--- src/fcl_pkg.sv ---
`default_nettype none

package fcl_pkg;

    localparam int MAX_OUTPUTS_DEF  = 8;
    localparam int MAX_FEATURES_DEF = 16;
    localparam int MAX_BATCH_DEF    = 8;

    localparam int KIND_W   = 2;
    localparam int FIRST_W  = 4;
    localparam int SECOND_W = 5;
    localparam int VALUE_W  = 16;
    localparam int OROW_W   = 3;
    localparam int OCOL_W   = 3;

    localparam int ROWS_W  = 4;
    localparam int FEATS_W = 5;
    localparam int COLS_W  = 4;

    localparam logic [ROWS_W-1:0]  ROWS_RST  = 4'd8;
    localparam logic [FEATS_W-1:0] FEATS_RST = 5'd16;
    localparam logic [COLS_W-1:0]  COLS_RST  = 4'd8;

    localparam logic [KIND_W-1:0] KIND_WEIGHT  = 2'd0;
    localparam logic [KIND_W-1:0] KIND_INPUT   = 2'd1;
    localparam logic [KIND_W-1:0] KIND_COMPUTE = 2'd2;

    localparam int APB_ADDR_W = 4;
    localparam int APB_DATA_W = 32;
    localparam int REG_IDX_W  = 2;

    localparam logic [REG_IDX_W-1:0] REG_OUTPUT_ROWS    = 2'd0;
    localparam logic [REG_IDX_W-1:0] REG_INPUT_FEATURES = 2'd1;
    localparam logic [REG_IDX_W-1:0] REG_BATCH_COLUMNS  = 2'd2;

    typedef struct packed {
        logic [ROWS_W-1:0]  output_rows;
        logic [FEATS_W-1:0] input_features;
        logic [COLS_W-1:0]  batch_columns;
    } fcl_cfg_t;

    // one store read issued by the controller
    typedef struct packed {
        logic valid;
        logic thr;   // threshold read, starts a new sum
        logic fin;   // final feature read of an element
        logic last;  // element is the last of the output matrix
    } fcl_rd_cmd_t;

    function automatic int idx_w(input int n);
        return (n > 1) ? $clog2(n) : 1;
    endfunction

endpackage

`default_nettype wire

--- src/fcl_ctrl.sv ---
`default_nettype none

module fcl_ctrl
    import fcl_pkg::*;
#(
    parameter int MAX_OUTPUTS  = MAX_OUTPUTS_DEF,
    parameter int MAX_FEATURES = MAX_FEATURES_DEF,
    parameter int MAX_BATCH    = MAX_BATCH_DEF
)
(
    input  wire logic              clk,
    input  wire logic              rst_n,
    input  wire fcl_cfg_t          cfg,
    input  wire logic              in_valid,
    input  wire logic [KIND_W-1:0] in_kind,
    output logic                   in_ready,
    input  wire logic              busy,
    output fcl_rd_cmd_t            rd_cmd,
    output logic [idx_w(MAX_OUTPUTS)-1:0]  rd_row,
    output logic [idx_w(MAX_BATCH)-1:0]    rd_col,
    output logic [idx_w(MAX_FEATURES)-1:0] rd_feat
);

    localparam int RW = idx_w(MAX_OUTPUTS);
    localparam int BW = idx_w(MAX_BATCH);
    localparam int KW = idx_w(MAX_FEATURES);

    localparam logic [1:0] ST_IDLE = 2'd0;
    localparam logic [1:0] ST_WAIT = 2'd1;
    localparam logic [1:0] ST_THR  = 2'd2;
    localparam logic [1:0] ST_MAC  = 2'd3;

    logic [1:0]    state_reg, state_next;
    logic [RW-1:0] row_reg, row_next, rows_last_reg, rows_last_next;
    logic [BW-1:0] col_reg, col_next, cols_last_reg, cols_last_next;
    logic [KW-1:0] feat_reg, feat_next, feats_last_reg, feats_last_next;
    logic          fin;
    logic          last_elem;

    function automatic int clamp_count(input int v, input int mx);
        if (v == 0)
            return 1;
        if (v > mx)
            return mx;
        return v;
    endfunction

    assign in_ready  = (state_reg == ST_IDLE);
    assign fin       = (feat_reg == feats_last_reg);
    assign last_elem = (row_reg == rows_last_reg) && (col_reg == cols_last_reg);
    assign rd_row    = row_reg;
    assign rd_col    = col_reg;
    assign rd_feat   = feat_reg;

    always_comb
    begin
        state_next      = state_reg;
        row_next        = row_reg;
        col_next        = col_reg;
        feat_next       = feat_reg;
        rows_last_next  = rows_last_reg;
        cols_last_next  = cols_last_reg;
        feats_last_next = feats_last_reg;
        rd_cmd          = '0;
        case (state_reg)
            ST_IDLE:
            begin
                if (in_valid && in_kind == KIND_COMPUTE)
                begin
                    rows_last_next  = RW'(clamp_count(int'(cfg.output_rows), MAX_OUTPUTS) - 1);
                    cols_last_next  = BW'(clamp_count(int'(cfg.batch_columns), MAX_BATCH) - 1);
                    feats_last_next = KW'(clamp_count(int'(cfg.input_features),
                                                      MAX_FEATURES) - 1);
                    row_next        = '0;
                    col_next        = '0;
                    state_next      = ST_WAIT;
                end
            end
            ST_WAIT:
            begin
                if (!busy)
                    state_next = ST_THR;
            end
            ST_THR:
            begin
                rd_cmd.valid = 1'b1;
                rd_cmd.thr   = 1'b1;
                feat_next    = '0;
                state_next   = ST_MAC;
            end
            ST_MAC:
            begin
                rd_cmd.valid = 1'b1;
                rd_cmd.fin   = fin;
                rd_cmd.last  = fin && last_elem;
                if (!fin)
                begin
                    feat_next = feat_reg + KW'(1);
                end
                else if (last_elem)
                begin
                    state_next = ST_IDLE;
                end
                else
                begin
                    state_next = ST_WAIT;
                    if (col_reg == cols_last_reg)
                    begin
                        col_next = '0;
                        row_next = row_reg + RW'(1);
                    end
                    else
                    begin
                        col_next = col_reg + BW'(1);
                    end
                end
            end
            default:
            begin
                state_next = ST_IDLE;
            end
        endcase
    end

    always_ff @(posedge clk or negedge rst_n)
    begin
        if (!rst_n)
        begin
            state_reg      <= ST_IDLE;
            row_reg        <= '0;
            col_reg        <= '0;
            feat_reg       <= '0;
            rows_last_reg  <= '0;
            cols_last_reg  <= '0;
            feats_last_reg <= '0;
        end
        else
        begin
            state_reg      <= state_next;
            row_reg        <= row_next;
            col_reg        <= col_next;
            feat_reg       <= feat_next;
            rows_last_reg  <= rows_last_next;
            cols_last_reg  <= cols_last_next;
            feats_last_reg <= feats_last_next;
        end
    end

endmodule

`default_nettype wire

--- config.mk ---
export PLATFORM = sky130hd
export DESIGN_NAME = fcl_ctrl
export DESIGN_NICKNAME = d
export VERILOG_FILES = /design/src/fcl_pkg.sv /design/src/fcl_ctrl.sv
export SDC_FILE = /design/constraint.sdc
export NUM_CORES = 1
export LEC_CHECK = 0
export BUFFER_PORTS_ARGS = -buffer_cell sky130_fd_sc_hd__buf_2
export CAP_MARGIN = 10
export CORE_UTILIZATION = 46
export CTS_CLUSTER_SIZE = 28
export DETAILED_ROUTE_END_ITERATION = 8
export GPL_TIMING_DRIVEN = 1
export HOLD_SLACK_MARGIN = 0.08
export PLACE_DENSITY = 0.7
export SLEW_MARGIN = 30
export SYNTH_ARGS = -nofsm -noshare
export SYNTH_HDL_FRONTEND = slang
export SYNTH_SLANG_ARGS = --single-unit
--- constraint.sdc ---
create_clock -name clk -period 2.36 [get_ports clk]
set_input_delay 0.236 -clock clk [delete_from_list [all_inputs] [get_ports clk]]
set_output_delay 0.236 -clock clk [all_outputs]
set_load 0.03 [all_outputs]
==> results.md, run 1 <==
- Async set-or-reset flop fraction in the synthesized netlist: 1.000
- Power per Cell Area: 1237 mW/mm2
- Period minus WS final: 2116 ps
- Ys flop type: dfrtp_1
- GRT Total Usage: 0.1885
- CTS clock-pin slew for the worst setup and hold paths: 120 ps
- Clock root buffer: clkbuf_4
- Post-synthesis cell area: 0.001388 mm2
- Global-route wire length before repair: 4781 um
- Largest net degree at the start of global routing: 23
- Status: finished, violations left
- Yosys warns: 0
- DRT Pass-1 Iters: 6
- Initial Util: 0.4946
- Tcrit/Tclk final: 0.8967
- Max Freq: 472.5 MHz
- Cell with the most instances after synthesis: dfrtp_1
- Via count: 1152
- IO buf count: 33
- RSZ-0062 raised after global routing: no
- Syn_nets: 174
- Final TNS setup: 0 ps
- Synth area leaders: dfrtp_1 40%, ha_1 9.0%, xnor2_1 6.3%, nand2_1 5.7%, o21ai_0 5.4%
- Post-route cell area: 0.001649 mm2
- Fillers: 246
- DRC Markers: 6
- Initial antenna violation count: 0
- Die width: 56.92 um
- Dpl hpwl: 2150 um
- DR vias/cell: 5.383
- Final setup vio count: 0
- Post-synth EDFFs: 0
- CTS H-tree lvls: 1
- Synth area leader: dfrtp_1
- Cell count after placement: 207
- CTS buffer count: 3
- Skew final: 3.170 ps
- Layout area overhead: 18.85%
- Peak VDD IR: 0.0008461 V
- Worst skew pair latency: 310 ps
- Initial DRC Count: 35
- Min Hold Slack: 268.5 ps
- Max-Cap Viols: 0
- Layout cells sized above 1: 0.2568
- Routability-driven placement congestion ratio: 0.7233
- Die height: 56.92 um
- Place WS: 366.0 ps
- Vias in the first global route: 1157
- Syn Area/Cell: 9.570 um2
- Final Worst Setup Slack: 243.7 ps
- Post-Route WL: 2818 um
- Syn Inst Count: 145
- Startpoint class of the critical path: register
- #FFs+latches synth: 22
- CTS Buffer Depth: 2
- Synth top cells by count: 22 x dfrtp_1, 21 x nand2_1, 15 x o21ai_0
- I/O pins: 34
- Hold Path Class: in2reg
- N_diodes: 0
- Post-synth top area share: 0.3968
- Antenna viol nets, final: 0
- Worst slew pin tran: 488.7 ps
- CP max FO: 8
- Seq/Total Area, Yosys: 0.3968
- Failing checks: DRC
- Worst path arrival time: 1880 ps
- Leakage power: 0.7974 nW
- Overall power: 2.040 mW
- Post-cts sizing count: 0
- Overflow after GRT: 0
- Post-layout util: 0.5879
- Row count: 19
- Clk sinks: 22
- Fin cells: 214
- Slew Viols, Final: 0
- Crit path kind: reg2out
- Critical path data required time: 2120 ps
- Hold Fails Final Rpt: 0
- Netlist cell types: 31
- WL/cell: 13.17 um
- Crit end category: primary output
- Core Footprint: 0.002805 mm2
- Full die area: 0.003240 mm2
- CTS tree: done
- Net count, final: 213
- Relative slew slack: 0.6742
- Placement Cell Area: 0.001588 mm2
report_power, final:
part / internal [mW] / switching, mW
logic: 0.447 / 0.686
registers: 0.534 / 0.162
clock network: 0.0943 / 0.117
worst max-delay path, stage by stage, from the launching register on:
cell and delay, ps:
dfrtp_1 460, xor2_1 210, nor4_4 470, nand2_1 130, nor2_1 100, buf_2 200
final cells by class:
cell class | instances | area (um2) | share of cell area
Clock buffer | 4 | 36.28 | 0.02200
Inverter | 6 | 22.52 | 0.01366
Multi-Input combinational cell | 114 | 803.3 | 0.4871
Sequential cell | 22 | 550.5 | 0.3338
Tap cell | 31 | 38.79 | 0.02352
Timing Repair Buffer | 37 | 197.7 | 0.1199
worst paths after layout:
kind / depth (start not counted) / endpoint / slack, ps / startpoint
worst max-delay path: 5 / rd_cmd[0] / 240 / rd_feat[2]
worst min-delay path: 4 / rows_last_reg[2] / 270 / cfg[12]
worst max register to register: 6 / rd_row[2] / 360 / rd_feat[2]
worst min register to register: 2 / rows_last_reg[1] / 510 / rows_last_reg[1]
max in group asynchronous: 2 / rd_feat[0] / 1620 / rst_n
min in group asynchronous: 2 / rows_last_reg[2] / 410 / rst_n
cells by family after synthesis:
| group | count (synthesis) | synth area share |
|---|---|---|
| AOI/OAI and AO/OA | 33 | 0.1506 |
| xor gates and xnor gates | 16 | 0.1010 |
| adders and majority gates | 10 | 0.09017 |
| buffers and inverters | 9 | 0.02434 |
| DFF | 22 | 0.3968 |
| muxes | 5 | 0.03967 |
| and+or+nand+nor | 50 | 0.1975 |
per-layer routing:
| layer | wire length (um) | track usage |
|---|---|---|
| met5 | 0 | 0 |
| met4 | 13 | 0.04181 |
| met3 | 145 | 0.05760 |
| met2 | 1403 | 0.3311 |
| met1 | 1255 | 0.2263 |
placed cells by master (no fill, tap or decap), types with 2 or more instances in the layout:
| master | synthesis | layout |
|---|---|---|
| nand2b_1 | 5 | 5 |
| nor2_1 | 6 | 6 |
| o211ai_1 | 7 | 7 |
| o21bai_1 | 3 | 3 |
| buf_2 | 0 | 33 |
| or3_1 | 2 | 2 |
| o21ai_0 | 15 | 15 |
| inv_1 | 6 | 6 |
| ha_1 | 10 | 10 |
| nand3_1 | 4 | 4 |
| nor2b_1 | 4 | 4 |
| nand2_1 | 21 | 21 |
| mux2_2 | 4 | 4 |
| buf_4 | 0 | 3 |
| clkbuf_4 | 0 | 3 |
| xor2_1 | 6 | 6 |
| xnor2_1 | 10 | 10 |
| dfrtp_1 | 22 | 22 |
| a21oi_1 | 3 | 3 |
what timing repair did:
item / 4_1_cts / 5_1_grt
hold buffers: 1 / 0
buffers inserted: 0 / 2
endpoints found under the hold margin: 22 / 0
endpoints found under the setup margin: 0 / 2
Note: power is estimated with default switching activity, not from simulation.
==> run 2: changes to the inputs <==
--- a/config.mk
+++ b/config.mk
@@ -13,6 +13,7 @@
 export GPL_TIMING_DRIVEN = 1
 export HOLD_SLACK_MARGIN = 0.08
 export PLACE_DENSITY = 0.7
+export REMOVE_ABC_BUFFERS = 1
 export SLEW_MARGIN = 30
 export SYNTH_ARGS = -nofsm -noshare
 export SYNTH_HDL_FRONTEND = slang
==> constraint.sdc (replaced) <==
create_clock -name clk -period 2.45 [get_ports clk]
set_input_delay 0.245 -clock clk [delete_from_list [all_inputs] [get_ports clk]]
set_output_delay 0.245 -clock clk [all_outputs]
set_load 0.03 [all_outputs]
==> run 2 against run 1 <==
Effect of this change: the flow still finishes with violations (DRC); die area unchanged; final cell count down 0.93%; combinational power down 6%; flip-flop and latch count unchanged; first-iteration DRC count up 74%; clock skew about the same; sequential power down 3.5%; critical path depth unchanged; utilization down 0.54 points; routed wire length unchanged; count of clock-buffer cells in the layout unchanged.
==> results.md, run 2 (synthesis gave the netlist of run 1 again) <==
- Status: finished, violations left
- Failing checks: DRC
- Layout cells sized above 1: 0.2486 (-0.008212)
- Hold Path Class: in2reg
- Net count, final: 211 (-0.94%)
- Psw: 921.1 uW (-4.5%)
- Overall power: 1.930 mW (-5.4%)
- Initial Util: 0.4946 (unchanged)
- WL/cell: 13.29 um (+0.94%)
- Max Freq: 440.1 MHz
- Internal power: 1.008 mW (-6.2%)
- Power per Cell Area: 1181 mW/mm2 (-4.5%)
- Comb pwr share: 0.547 (-0.009)
- Commonest non-fill, non-tap cell in the layout: buf_2
- Vias in the first global route: 1105 (-4.5%)
- Largest net degree at the start of global routing: 23 (unchanged)
- Slew Viols, Final: 0 (unchanged)
- Final setup vio count: 0 (unchanged)
- Post-cts sizing count: 0 (unchanged)
- Crit end category: primary output
- Skew final: 3.158 ps (-0.01218 ps)
- CTS Buffer Depth: 2 (unchanged)
- Multi-input logic area: 803.3 um2 (unchanged)
- Row count: 19 (unchanged)
- Critical Path Slowest Stage Cell: nor4_4
- Min Hold Slack: 227.8 ps (-40.63 ps)
- CTS Hold Buffers Added: 1 (unchanged)
- Overflow after GRT: 0 (unchanged)
- DRC Markers: 4 (-2)
- IO buf count: 33 (unchanged)
- Layout area overhead: 17.76%
- RSZ-0062 raised after global routing: no
- Clk sinks: 22 (unchanged)
- Critical path data required time: 2200 ps (+80 ps)
- DR vias/cell: 5.425 (+0.77%)
- DRT Pass-1 Iters: 6 (unchanged)
- Worst skew pair latency: 310 ps (about the same)
- CTS H-tree lvls: 1 (unchanged)
- N_diodes: 0 (unchanged)
- Crit path cell chain: xor2_1 -> nor4_4 -> nand2_1 -> nor2_1 -> buf_2
- Crit path kind: reg2out
- I/O pins: 34 (unchanged)
- Die width: 56.92 um (unchanged)
- CTS tree: done
- Worst path arrival time: 2030 ps (+150 ps)
- Clock power share: 0.105 (+0.002)
- Worst slew pin tran: 588.2 ps (+99.50 ps)
- CP max FO: 9 (+1)
- CTS buffer count: 3 (unchanged)
- Fillers: 244 (-0.81%)
- Period minus WS final: 2272 ps
- GRT Total Usage: 0.1937 (+0.005236)
- Peak VDD IR: 0.0004894 V (-42%)
- Core Footprint: 0.002805 mm2 (unchanged)
- Antenna viol nets, final: 0 (unchanged)
- Initial antenna violation count: 0 (unchanged)
- Dpl hpwl: 2171 um (+0.97%)
- FF/Latch Area: 550.5 um2 (unchanged)
- Post-CTS Setup Inserts: 0 (unchanged)
- Global-route wire length before repair: 4823 um (+0.88%)
- Relative slew slack: 0.6049 (-0.06928)
- Cell count after placement: 207 (unchanged)
- Leakage power: 0.7868 nW (-1.3%)
- Post-Route WL: 2818 um (unchanged)
- Tcrit/Tclk final: 0.9274
- Via count: 1150 (-0.17%)
- Max-Cap Viols: 0 (unchanged)
- Startpoint class of the critical path: register
- Final TNS setup: 0 ps (unchanged)
- Clock root buffer: clkbuf_4
- CTS clock-pin slew for the worst setup and hold paths: 120 ps (about the same)
- Sw frac: 0.4774 (+0.004377)
- Hold Fails Final Rpt: 0 (unchanged)
- Most frequent cells in the layout: 33 x buf_2, 22 x dfrtp_1, 21 x nand2_1, 15 x o21ai_0
- Max stage delay on crit path: 570 ps (+100 ps)
- Routability-driven placement congestion ratio: 0.7515 (+3.9%)
- Seq pwr share: 0.348 (+0.007)
- Full die area: 0.003240 mm2 (unchanged)
- Fin cells: 212 (-0.93%)
- Die height: 56.92 um (unchanged)
- Initial DRC Count: 61 (+74%)
==> run 2: cell types whose count changed in the layout (fill, tap and decap cells not counted) <==
cell	change
buf_4	-2
==> run 2: final cells by class <==
class                   count  share of cell area
clock buffers               4             0.02221
inverters                   6             0.01378
multi-input cells         114              0.4916
flip-flops and latches     22              0.3369
well taps                  31             0.02374
repair buffers             35              0.1118
==> run 2: final timing paths <==
| kind | startpoint | end | slack, ps | cells after the start |
|---|---|---|---|---|
| worst max-delay path | rd_feat[0] | rd_cmd[0] | 180 | 5 |
| worst min-delay path | cfg[7] | feats_last_reg[3] | 230 | 3 |
| worst max register to register | rd_feat[0] | rd_col[1] | 440 | 5 |
| worst min register to register | feats_last_reg[2] | feats_last_reg[2] | 520 | 2 |
| max in group asynchronous | rst_n | rd_row[0] | 1700 | 2 |
| min in group asynchronous | rst_n | rd_feat[2] | 410 | 2 |
==> run 2: per-stage QoR <==
stage	cell area (um2)	setup slack, ps	utilization
floorplan	1376	377.2	-
global placement	1588	586.0	0.5660
detailed placement	1588	436.8	0.5660
CTS	1634	178.8	0.5825
global route	1634	34.64	0.5825
finish	1634	177.9	0.5825
==> run 2: worst max-delay path, delay by kind of cell, from the launching register on <==
family / cells / cell delay, ps
AND/OR/NAND/NOR: 3 / 830
flip-flops: 1 / 470
buffers and inverters: 1 / 200
XOR/XNOR: 1 / 210
==> run 2: power groups by stage <==
stage / registers [mW] / logic (mW) / clock network, mW
3_3_place_gp: 0.664 / 1.02 / 0
5_1_grt: 0.697 / 1.17 / 0.227
3_5_place_dp: 0.677 / 1.06 / 0
2_1_floorplan: 0.742 / 0.718 / 0
6_report: 0.671 / 1.06 / 0.202
4_1_cts: 0.673 / 1.06 / 0.204
==> run 2: per-layer routing <==
metal	track usage	wire (um)	part of all wire	up-vias
met3	0.02304	106	0.038	6
li1	-	-	-	579
met2	0.3479	1406	0.50	28
met4	0.09059	50	0.018	0
met5	0	0	0	-
met1	0.2289	1256	0.45	537
