File: config.mk
export PLATFORM = sky130hd
export DESIGN_NAME = fcl_regs
export DESIGN_NICKNAME = d
export VERILOG_FILES = /design/src/fcl_pkg.sv /design/src/fcl_regs.sv
export SDC_FILE = /design/constraint.sdc
export NUM_CORES = 1
export LEC_CHECK = 0
export ABC_AREA = 1
export BUFFER_PORTS_ARGS = -buffer_cell sky130_fd_sc_hd__buf_2
export CORE_MARGIN = 4
export CORE_UTILIZATION = 32
export CTS_CLUSTER_SIZE = 40
export DETAILED_ROUTE_END_ITERATION = 16
export GPL_TIMING_DRIVEN = 0
export PLACE_DENSITY = 0.79
export SYNTH_ARGS = -nofsm -noshare
export SYNTH_HDL_FRONTEND = slang
export SYNTH_SLANG_ARGS = --single-unit
export TNS_END_PERCENT = 100
File: constraint.sdc
create_clock -name clk -period 1 [get_ports clk]
set_clock_uncertainty 0.2 [all_clocks]
set_input_delay 0.2 -clock clk [delete_from_list [all_inputs] [get_ports clk]]
set_output_delay 0.2 -clock clk [all_outputs]
set_load 0.1 [all_outputs]
File: src/fcl_pkg.sv
`default_nettype none

package fcl_pkg;

    localparam int MAX_OUTPUTS_DEF  = 8;
    localparam int MAX_FEATURES_DEF = 16;
    localparam int MAX_BATCH_DEF    = 8;

    localparam int KIND_W   = 2;
    localparam int FIRST_W  = 4;
    localparam int SECOND_W = 5;
    localparam int VALUE_W  = 16;
    localparam int OROW_W   = 3;
    localparam int OCOL_W   = 3;

    localparam int ROWS_W  = 4;
    localparam int FEATS_W = 5;
    localparam int COLS_W  = 4;

    localparam logic [ROWS_W-1:0]  ROWS_RST  = 4'd8;
    localparam logic [FEATS_W-1:0] FEATS_RST = 5'd16;
    localparam logic [COLS_W-1:0]  COLS_RST  = 4'd8;

    localparam logic [KIND_W-1:0] KIND_WEIGHT  = 2'd0;
    localparam logic [KIND_W-1:0] KIND_INPUT   = 2'd1;
    localparam logic [KIND_W-1:0] KIND_COMPUTE = 2'd2;

    localparam int APB_ADDR_W = 4;
    localparam int APB_DATA_W = 32;
    localparam int REG_IDX_W  = 2;

    localparam logic [REG_IDX_W-1:0] REG_OUTPUT_ROWS    = 2'd0;
    localparam logic [REG_IDX_W-1:0] REG_INPUT_FEATURES = 2'd1;
    localparam logic [REG_IDX_W-1:0] REG_BATCH_COLUMNS  = 2'd2;

    typedef struct packed {
        logic [ROWS_W-1:0]  output_rows;
        logic [FEATS_W-1:0] input_features;
        logic [COLS_W-1:0]  batch_columns;
    } fcl_cfg_t;

    // one store read issued by the controller
    typedef struct packed {
        logic valid;
        logic thr;   // threshold read, starts a new sum
        logic fin;   // final feature read of an element
        logic last;  // element is the last of the output matrix
    } fcl_rd_cmd_t;

    function automatic int idx_w(input int n);
        return (n > 1) ? $clog2(n) : 1;
    endfunction

endpackage

`default_nettype wire

File: src/fcl_regs.sv
`default_nettype none

module fcl_regs
    import fcl_pkg::*;
(
    input  wire logic                  clk,
    input  wire logic                  rst_n,
    input  wire logic                  psel,
    input  wire logic                  penable,
    input  wire logic                  pwrite,
    input  wire logic [APB_ADDR_W-1:0] paddr,
    input  wire logic [APB_DATA_W-1:0] pwdata,
    output logic      [APB_DATA_W-1:0] prdata,
    output logic                       pready,
    output fcl_cfg_t                   cfg
);

    fcl_cfg_t             cfg_reg;
    fcl_cfg_t             cfg_next;
    logic [REG_IDX_W-1:0] idx;
    logic                 wr;

    assign idx    = paddr[REG_IDX_W+1:2];
    assign wr     = psel && penable && pwrite;
    assign pready = 1'b1;
    assign cfg    = cfg_reg;

    always_comb
    begin
        cfg_next = cfg_reg;
        if (wr)
        begin
            case (idx)
                REG_OUTPUT_ROWS:    cfg_next.output_rows    = pwdata[ROWS_W-1:0];
                REG_INPUT_FEATURES: cfg_next.input_features = pwdata[FEATS_W-1:0];
                REG_BATCH_COLUMNS:  cfg_next.batch_columns  = pwdata[COLS_W-1:0];
                default:            cfg_next = cfg_reg;
            endcase
        end
    end

    always_comb
    begin
        case (idx)
            REG_OUTPUT_ROWS:    prdata = APB_DATA_W'(cfg_reg.output_rows);
            REG_INPUT_FEATURES: prdata = APB_DATA_W'(cfg_reg.input_features);
            REG_BATCH_COLUMNS:  prdata = APB_DATA_W'(cfg_reg.batch_columns);
            default:            prdata = '0;
        endcase
    end

    always_ff @(posedge clk or negedge rst_n)
    begin
        if (!rst_n)
        begin
            cfg_reg.output_rows    <= ROWS_RST;
            cfg_reg.input_features <= FEATS_RST;
            cfg_reg.batch_columns  <= COLS_RST;
        end
        else
        begin
            cfg_reg <= cfg_next;
        end
    end

endmodule

`default_nettype wire

==> results of run 1 <==
## stage by stage
step           cells  hold slack (ns)  cell area (um^2)  TNS, ns
6_report         218          -0.0384              1760    -8.92
3_5_place_dp     203           -0.101              1310    -8.63
2_1_floorplan    144           -0.296              1130    -4.12
3_3_place_gp     203           -0.104              1310    -8.47
5_1_grt          218          -0.0175              1760    -9.54
4_1_cts          209          -0.0382              1620    -8.05
## metal layers
metal	part of all wire, %	wire [um]	global-route usage (%)
met1	36	889	15.6
met2	55	1340	25.2
met3	8.4	205	3.19
met4	0.41	10	2.79
met5	0	0	0
## power breakdown
group	switching (mW)	internal [mW]	leakage [nW]
clock	0.164	0.154	0.0150
sequential	0.155	0.724	0.147
combinational	1.82	0.854	0.816
total	2.14	1.73	0.978
## synthesized netlist by cell type
library cell  count
nand2_4           1
inv_4             1
dfrtp_1          10
nand2_1          54
nor2_1            1
inv_1             2
inv_2             3
conb_1            2
nand2_2           3
buf_4            28
nand3_1           4
nor2_4            2
nor2_2            3
nand3_2           1
dfstp_2           3
## path summary, 6_finish.rpt
check                          start         to  cells after the start  slack, ns
hold / removal             pwdata[3]     cfg[3]                      3      -0.04
setup reg to reg             cfg[10]    cfg[10]                      4      -0.12
hold reg to reg              cfg[11]    cfg[11]                      2       0.36
max in group asynchronous      rst_n     cfg[8]                      2       0.15
min in group asynchronous      rst_n     cfg[9]                      2       0.17
setup / recovery             cfg[12]  prdata[3]                      3      -0.64
## area by class of cell
class,count,share of cell area [%]
multi-input cells,97,31.5
repair buffers,40,30.1
flip-flops and latches,13,21.4
plain buffers,28,11.9
well taps,30,2.13
clock buffers,4,1.49
inverters,6,1.42
## worst max-delay path, stage by stage, from the launching register on
cell and delay (ns):
dfstp_4 0.64, nand2_4 0.06, nand3_4 0.09, buf_12 0.17
## logic make-up after synthesis
logic type | Yosys count | share of synthesized area, %
other | 2 | 0.854
flip-flops | 13 | 37.4
buffers and inverters | 34 | 26.7
AND/OR/NAND/NOR | 69 | 35.0
## repair_timing
item                                    CTS  global route
pin swaps                                 0             2
resized for setup                        69            21
hold endpoints to repair                 25             5
endpoints found under the setup margin   19            24
setup buffers                             0             9
==> run summary, run 1 <==
status - finished with violations
failing checks - negative hold slack, negative setup slack
# fillers - 182
Max clock buf depth - 2
Total Routed Length - 2440 um
H-tree lvl count - 1
Clock Latency Late Sink - 0.27 ns
Mapped Area - 880 um^2
total track usage - 13.5%
number of flip-flops under the largest register name - 13
synthesized instance count - 118
vias in the first global route - 835
period utilisation layout - 164%
#FFs+latches synth - 13
core area - 0.00254 mm^2
Max Freq - 610 MHz
DRT iter0 DRCs - 15
worst hold-check path type - in2reg
TritonCTS Buffers - 3
layout cells sized above 1 - 62.8%
hpwl dp - 1830 um
Synth-to-Final Area Change - 101%
leakage - 0.978 nW
Final setup violation count - 23
Antenna diodes - 0
multi-input logic area - 556 um^2
DR vias/cell - 3.94
clock sinks - 13
die area - 0.00365 mm^2
crit path kind - reg2out
initial antenna violation count - 0
Worst-path clk slew - 0.08 ns
Post-route DRC - 0
Yosys cell types - 15
final worst setup slack - -0.640 ns
power per cell area - 2200 mW/mm^2
Finished Core Util - 69.3%
area leader, netlist - dfrtp_1
CTS tree - yes
Tmin final - 1.64 ns
gpl congestion - 0.751
drt wl/cell - 11.2 um
CP Data Arrival Time - 1.24 ns
I/O pins - 87
die width - 60.4 um
Hold-fix buffers, CTS - 2
Row Count - 18
CP Max Fanout - 2
# port buffers - 29
drt first pass iters - 4
crit end category - output pin
most common cell after layout, fill and taps aside - nand2_1
Critical Path RT - 0.60 ns
sequential cell area fraction in the yosys report - 37.4%
hold violation total from the final report - 11
Synth top area share - 28.4%
syn avg cell area - 7.45 um^2
FF/Latch Area - 378 um^2
CP startpoint kind - register
VDD IR-drop max - 1.62 mV
Via Count - 860
WHS - -0.0384 ns
Max Cap Viol - 0
Initial Util - 34.6%
ANT nets after route - 0
Clock Tree Root - clkbuf_4
Slew Limit Fails - 0
first-pass GRT wire length - 3690 um
Yosys warning count - 0
Pwr Total - 3.87 mW
die span in y - 60.4 um
Final Net Count - 230
commonest cells after routing, fill and taps aside - 38 x nand2_1, 28 x buf_4, 28 x conb_1
pin count of the biggest net entering global routing - 14
Area contributors post-synth - dfrtp_1 28%, buf_4 24%, nand2_1 23%
global route overflow - 0
worst slack at placement - -0.625 ns
unrepaired setup endpoints after global routing - yes
Power figures use the tool's default switching activity.
==> inputs of run 2 (changes only) <==
REMOVE_ABC_BUFFERS = 1   (was not set)
==> run 2 against run 1 <==
The run still ends with negative hold slack, negative setup slack left. Global-route usage decreased by 0.97 points. Wire length shrank 4.3%. Via count down 5.9%. Combinational power rose by 2%. Worst hold slack gained 0.0030 ns. First-iteration DRC count decreased by 6.7%. Flip-flop and latch count is the same. Critical path depth did not move.
==> run summary, run 2 (same netlist as run 1, synthesis figures left out) <==
status - finished with violations (unchanged)
failing checks - negative hold slack, negative setup slack (unchanged)
Final setup violation count - 22 (was 23)
Max Cap Viol - 0 (unchanged)
DRT iter0 DRCs - 14 (was 15)
Hold-fix buffers, CTS - 3 (was 2)
unrepaired setup endpoints after global routing - yes (unchanged)
power per cell area - 2520 mW/mm^2 (was 2200 mW/mm^2)
Buf/Inv on CP - 2 (was 1)
Pwr Total - 3.80 mW (was 3.87 mW)
Initial Util - 34.6% (unchanged)
WHS - -0.0354 ns (was -0.0384 ns)
hpwl dp - 1590 um (was 1830 um)
beginning of the worst hold path - pwdata[2] (was pwdata[3])
crit-path max cell delay - 0.55 ns (was 0.64 ns)
clock sinks - 13 (unchanged)
worst slack at placement - -0.550 ns (was -0.625 ns)
Row Count - 18 (unchanged)
RR Startpoint - cfg[12] (was cfg[10])
drt wl/cell - 11.7 um (was 11.2 um)
first-pass GRT wire length - 3340 um (was 3690 um)
layout cells sized above 1 - 47.3% (was 62.8%)
Tmin final - 1.55 ns (was 1.64 ns)
final worst setup slack - -0.552 ns (was -0.640 ns)
CP Cell Sequence - inv_2 > nor2_4 > buf_12 (was nand2_4 > nand3_4 > buf_12)
worst hold-check path type - in2reg (unchanged)
period utilisation layout - 155% (was 164%)
CP Max Fanout - 2 (unchanged)
crit path kind - reg2out (unchanged)
total track usage - 12.5% (was 13.5%)
pin count of the biggest net entering global routing - 14 (unchanged)
I/O pins - 87 (unchanged)
ANT nets after route - 0 (unchanged)
reg-to-reg slack, setup - -0.12 ns (about the same)
VDD IR-drop max - 1.50 mV (was 1.62 mV)
# fillers - 231 (was 182)
Max Freq - 644 MHz (was 610 MHz)
global route overflow - 0 (unchanged)
Worst-path clk slew - 0.08 ns (about the same)
number of flip-flops under the largest register name - 13 (unchanged)
Antenna diodes - 0 (unchanged)
initial antenna violation count - 0 (unchanged)
vias in the first global route - 731 (was 835)
H-tree lvl count - 1 (unchanged)
most common cell after layout, fill and taps aside - nand2_1 (unchanged)
WHS Endpoint - cfg[2] (was cfg[3])
die span in y - 60.4 um (unchanged)
Final Net Count - 211 (was 230)
Critical Path RT - 0.60 ns (about the same)
core area - 0.00254 mm^2 (unchanged)
TritonCTS Buffers - 3 (unchanged)
Worst R2R Path Depth - 4 (unchanged)
gpl congestion - 0.800 (was 0.751)
commonest cells after routing, fill and taps aside - 46 x nand2_1, 28 x conb_1, 18 x buf_12 (was 38 x nand2_1, 28 x buf_4, 28 x conb_1)
slowest stage cell on the critical path - dfstp_2 (was dfstp_4)
CP startpoint kind - register (unchanged)
DR vias/cell - 4.07 (was 3.94)
Max clock buf depth - 2 (unchanged)
# port buffers - 29 (unchanged)
CTS tree - yes (unchanged)
crit end category - output pin (unchanged)
Clock Tree Root - clkbuf_4 (unchanged)
worst hold path cell count - 3 (unchanged)
CP Data Arrival Time - 1.15 ns (was 1.24 ns)
Total Routed Length - 2340 um (was 2440 um)
die area - 0.00365 mm^2 (unchanged)
die width - 60.4 um (unchanged)
Top delay family on crit path - flip-flops (unchanged)
drt first pass iters - 4 (unchanged)
leakage - 0.808 nW (was 0.978 nW)
Via Count - 809 (was 860)
reg2reg end - cfg[12] (was cfg[10])
Post-route DRC - 0 (unchanged)
Slew Limit Fails - 0 (unchanged)
hold violation total from the final report - 9 (was 11)
Clock Latency Late Sink - 0.27 ns (about the same)
Synth-to-Final Area Change - 71.3% (was 101%)
==> run 2: changes by cell type in the layout (fill, tap and decap cells not counted), moves of 4 or more <==
cell and delta:
buf_4 -24, buf_6 +5, dfrtp_1 +10, dfrtp_4 -10
nand2_1 +8, nand2_4 -8, nand3_2 +4, nand3_4 -4
==> run 2: worst max-delay path by stage <==
stage              from         to  slack [ns]  cells after the start
6_report         cfg[8]  prdata[4]       -0.55                      3
5_1_grt          cfg[8]  prdata[4]       -0.60                      3
4_1_cts          cfg[8]  prdata[4]       -0.60                      3
3_5_place_dp   paddr[3]  prdata[2]       -0.55                      7
3_3_place_gp   paddr[3]  prdata[2]       -0.55                      7
2_1_floorplan    cfg[8]  prdata[4]       -1.61                      2
==> run 2: routing by layer <==
| layer | share of wire, % | vias to the layer above | GRT usage (%) | wire length [um] |
|---|---|---|---|---|
| met3 | 9.5 | 2 | 4.68 | 223 |
| met2 | 54 | 34 | 21.0 | 1270 |
| met5 | 0 | - | 0 | 0 |
| met4 | 0.68 | 0 | 4.95 | 16 |
| met1 | 35 | 369 | 14.4 | 827 |
| li1 | - | 404 | - | - |
==> run 2: timing repair <==
action / CTS / global route
pin swaps: 6 / 13
endpoints found under the setup margin: 18 / 23
hold endpoints to repair: 26 / 9
resized for setup: 77 / 24
buffers inserted: 6 / 13
==> run 2: worst reg2reg max path: cells and delay by family (launching register included) <==
family / cells / cell delay [ns]
buf+inv: 2 / 0.20
flops: 1 / 0.56
simple gates: 2 / 0.10
==> run 2: per-stage QoR <==
stage | instances | instance area [um^2] | setup TNS, ns | util (%)
after floorplan | 116 | 767 | -14.67 | -
after global placement | 175 | 950 | -6.32 | 37.3
after detailed placement | 175 | 950 | -6.45 | 37.3
after CTS | 188 | 1340 | -7.17 | 52.8
after global routing | 199 | 1510 | -8.54 | 59.2
final | 199 | 1510 | -7.69 | 59.2
==> run 2: layout make-up <==
class,count,area [um^2],area share (%)
inverter,6,25.0,1.66
multi-input combinational,97,460,30.6
tap,30,37.5,2.49
timing repair buffer,49,628,41.7
sequential,13,329,21.8
clock buffer,4,26.3,1.74
==> run 2: power breakdown <==
part	leakage [nW]	switching, mW	internal, mW
logic	0.635	1.85	0.885
registers	0.158	0.0924	0.652
clock network	0.0150	0.165	0.154
==> inputs of run 3 (changes only) <==
CORE_MARGIN = 2   (was 4)
==> run 3 against run 2 <==
The flow still finishes with violations (negative hold slack, negative setup slack). Non-clock buffer count rose by 2. Worst setup slack got worse by 0.022 ns. Global-route usage rose by 0.065 points. Flip-flop and latch count did not move. Register-to-register slack improved by 0.02 ns.
==> run summary, run 3 (same netlist as run 1, synthesis figures left out) <==
multi-input logic area - 455 um^2 (was 460 um^2)
CP Max Fanout - 2 (unchanged)
part of the power in combinational logic - 71.8% (was 72.0%)
worst hold path cell count - 3 (unchanged)
Max clock buf depth - 2 (unchanged)
Via Count - 821 (was 809)
period utilisation layout - 157% (was 155%)
commonest cells after routing, fill and taps aside - 48 x nand2_1, 28 x conb_1, 18 x buf_12 (was 46 x nand2_1, 28 x conb_1, 18 x buf_12)
Max Freq - 635 MHz (was 644 MHz)
hpwl dp - 1490 um (was 1590 um)
Antenna diodes - 0 (unchanged)
# fillers - 252 (was 231)
Hold-fix buffers, CTS - 3 (unchanged)
Total Routed Length - 2180 um (was 2340 um)
unrepaired setup endpoints after global routing - yes (unchanged)
Seq pwr share - 19.7% (was 19.6%)
CTS tree - yes (unchanged)
WHS - -0.0434 ns (was -0.0354 ns)
Slew Limit Fails - 0 (unchanged)
drt wl/cell - 10.8 um (was 11.7 um)
TritonCTS Buffers - 3 (unchanged)
vias in the first global route - 727 (was 731)
switching portion of total power - 55.3% (was 55.5%)
Final Net Count - 213 (was 211)
Pint - 1.71 mW (was 1.69 mW)
pin count of the biggest net entering global routing - 14 (unchanged)
Tmin final - 1.57 ns (was 1.55 ns)
Critical Path RT - 0.60 ns (about the same)
I/O pins - 87 (unchanged)
Worst R2R Path Depth - 4 (unchanged)
DR vias/cell - 4.06 (was 4.07)
drt first pass iters - 4 (unchanged)
VDD IR-drop max - 1.50 mV (about the same)
worst hold-check path type - in2reg (unchanged)
Clock Tree Root - clkbuf_4 (unchanged)
gpl congestion - 0.764 (was 0.800)
Max Cap Viol - 0 (unchanged)
H-tree lvl count - 1 (unchanged)
Post-route DRC - 0 (unchanged)
number of cells on the critical path - 3 (unchanged)
most common cell after layout, fill and taps aside - nand2_1 (unchanged)
die width - 56.4 um (was 60.4 um)
crit end category - output pin (unchanged)
global route overflow - 0 (unchanged)
Top delay family on crit path - flip-flops (unchanged)
Clock Latency Late Sink - 0.27 ns (about the same)
P_sw - 2.11 mW (about the same)
die span in y - 56.4 um (was 60.4 um)
core area - 0.00269 mm^2 (was 0.00254 mm^2)
slowest stage cell on the critical path - dfstp_2 (unchanged)
CP startpoint kind - register (unchanged)
Initial Util - 32.7% (was 34.6%)
Finished Core Util - 56.7% (was 59.2%)
die area - 0.00318 mm^2 (was 0.00365 mm^2)
FF/Latch Area - 330 um^2 (was 329 um^2)
initial antenna violation count - 0 (unchanged)
clock power share - 8.5% (was 8.4%)
layout cells sized above 1 - 47.4% (was 47.3%)
hold violation total from the final report - 9 (unchanged)
Row Count - 19 (was 18)
final worst setup slack - -0.574 ns (was -0.552 ns)
DRT iter0 DRCs - 29 (was 14)
Setup TNS - -7.89 ns (was -7.69 ns)
crit-path max cell delay - 0.55 ns (about the same)
Synth-to-Final Area Change - 73.3% (was 71.3%)
number of flip-flops under the largest register name - 13 (unchanged)
first-pass GRT wire length - 3120 um (was 3340 um)
power per cell area - 2510 mW/mm^2 (was 2520 mW/mm^2)
crit path kind - reg2out (unchanged)
CP Cell Sequence - inv_2 > nor2_4 > buf_12 (unchanged)
Buf/Inv on CP - 2 (unchanged)
failing checks - negative hold slack, negative setup slack (unchanged)
clock sinks - 13 (unchanged)
Worst-path clk slew - 0.08 ns (about the same)
total track usage - 12.5% (about the same)
leakage - 0.818 nW (was 0.808 nW)
# port buffers - 29 (unchanged)
Final setup violation count - 21 (was 22)
ANT nets after route - 0 (unchanged)
CP Data Arrival Time - 1.17 ns (was 1.15 ns)
status - finished with violations (unchanged)
## run 3: cell count changes in the layout (fill, tap and decap cells not counted)
cell and delta:
buf_4 -1, buf_6 +2, nand2_2 -2, dfrtp_1 -1, buf_2 +1, nand2_1 +2, dfrtp_2 +1
## run 3: area by class of cell
cell class	instances	share of cell area, %
inverters	6	1.64
well taps	31	2.55
repair buffers	51	42.5
flip-flops and latches	13	21.7
clock buffers	4	1.72
multi-input cells	97	29.9
## run 3: worst register-to-register path, delay by kind of cell (launching register included)
kind / cells / cell delay, ns
AND/OR/NAND/NOR: 2 / 0.11
buffers and inverters: 2 / 0.20
flip-flops: 1 / 0.55
## run 3: power by group through the flow
stage          combinational [mW]  sequential [mW]  clock (mW)
2_1_floorplan               0.827             1.53           0
3_3_place_gp                 1.83            0.741           0
3_5_place_dp                 1.85            0.744           0
4_1_cts                      2.42            0.783       0.337
5_1_grt                      2.83            0.766       0.360
6_report                     2.75            0.755       0.323
## run 3: stage by stage
stage	setup WS, ns	instance area (um^2)	total power, mW	cells
3_3_place_gp	-0.547	951	2.58	176
6_report	-0.574	1520	3.82	202
3_5_place_dp	-0.549	951	2.59	176
5_1_grt	-0.620	1520	3.95	202
4_1_cts	-0.610	1340	3.54	189
2_1_floorplan	-1.61	767	2.36	116
## run 3: worst paths after layout
kind,end,from,slack [ns]
worst min-delay path,cfg[5],pwdata[1],-0.04
worst max register to register,cfg[12],cfg[12],-0.10
worst max-delay path,prdata[4],cfg[8],-0.57
worst min register to register,cfg[0],cfg[0],0.33
max in group asynchronous,cfg[8],rst_n,0.19
min in group asynchronous,cfg[2],rst_n,0.13
## run 3: what timing repair did
action                                  in CTS  in global routing
gates cloned                                 0                  0
pin swaps                                    7                  6
endpoints found under the hold margin       26                  8
setup buffers                                6                 15
resized for setup                           76                 27
endpoints found under the setup margin      18                 22
## run 3: metal layers
metal	vias to the layer above	wire, um	track usage (%)
met2	35	1150	21.8
met5	-	0	0
met1	375	880	15.4
met3	2	127	2.53
li1	409	-	-
met4	0	19	4.08
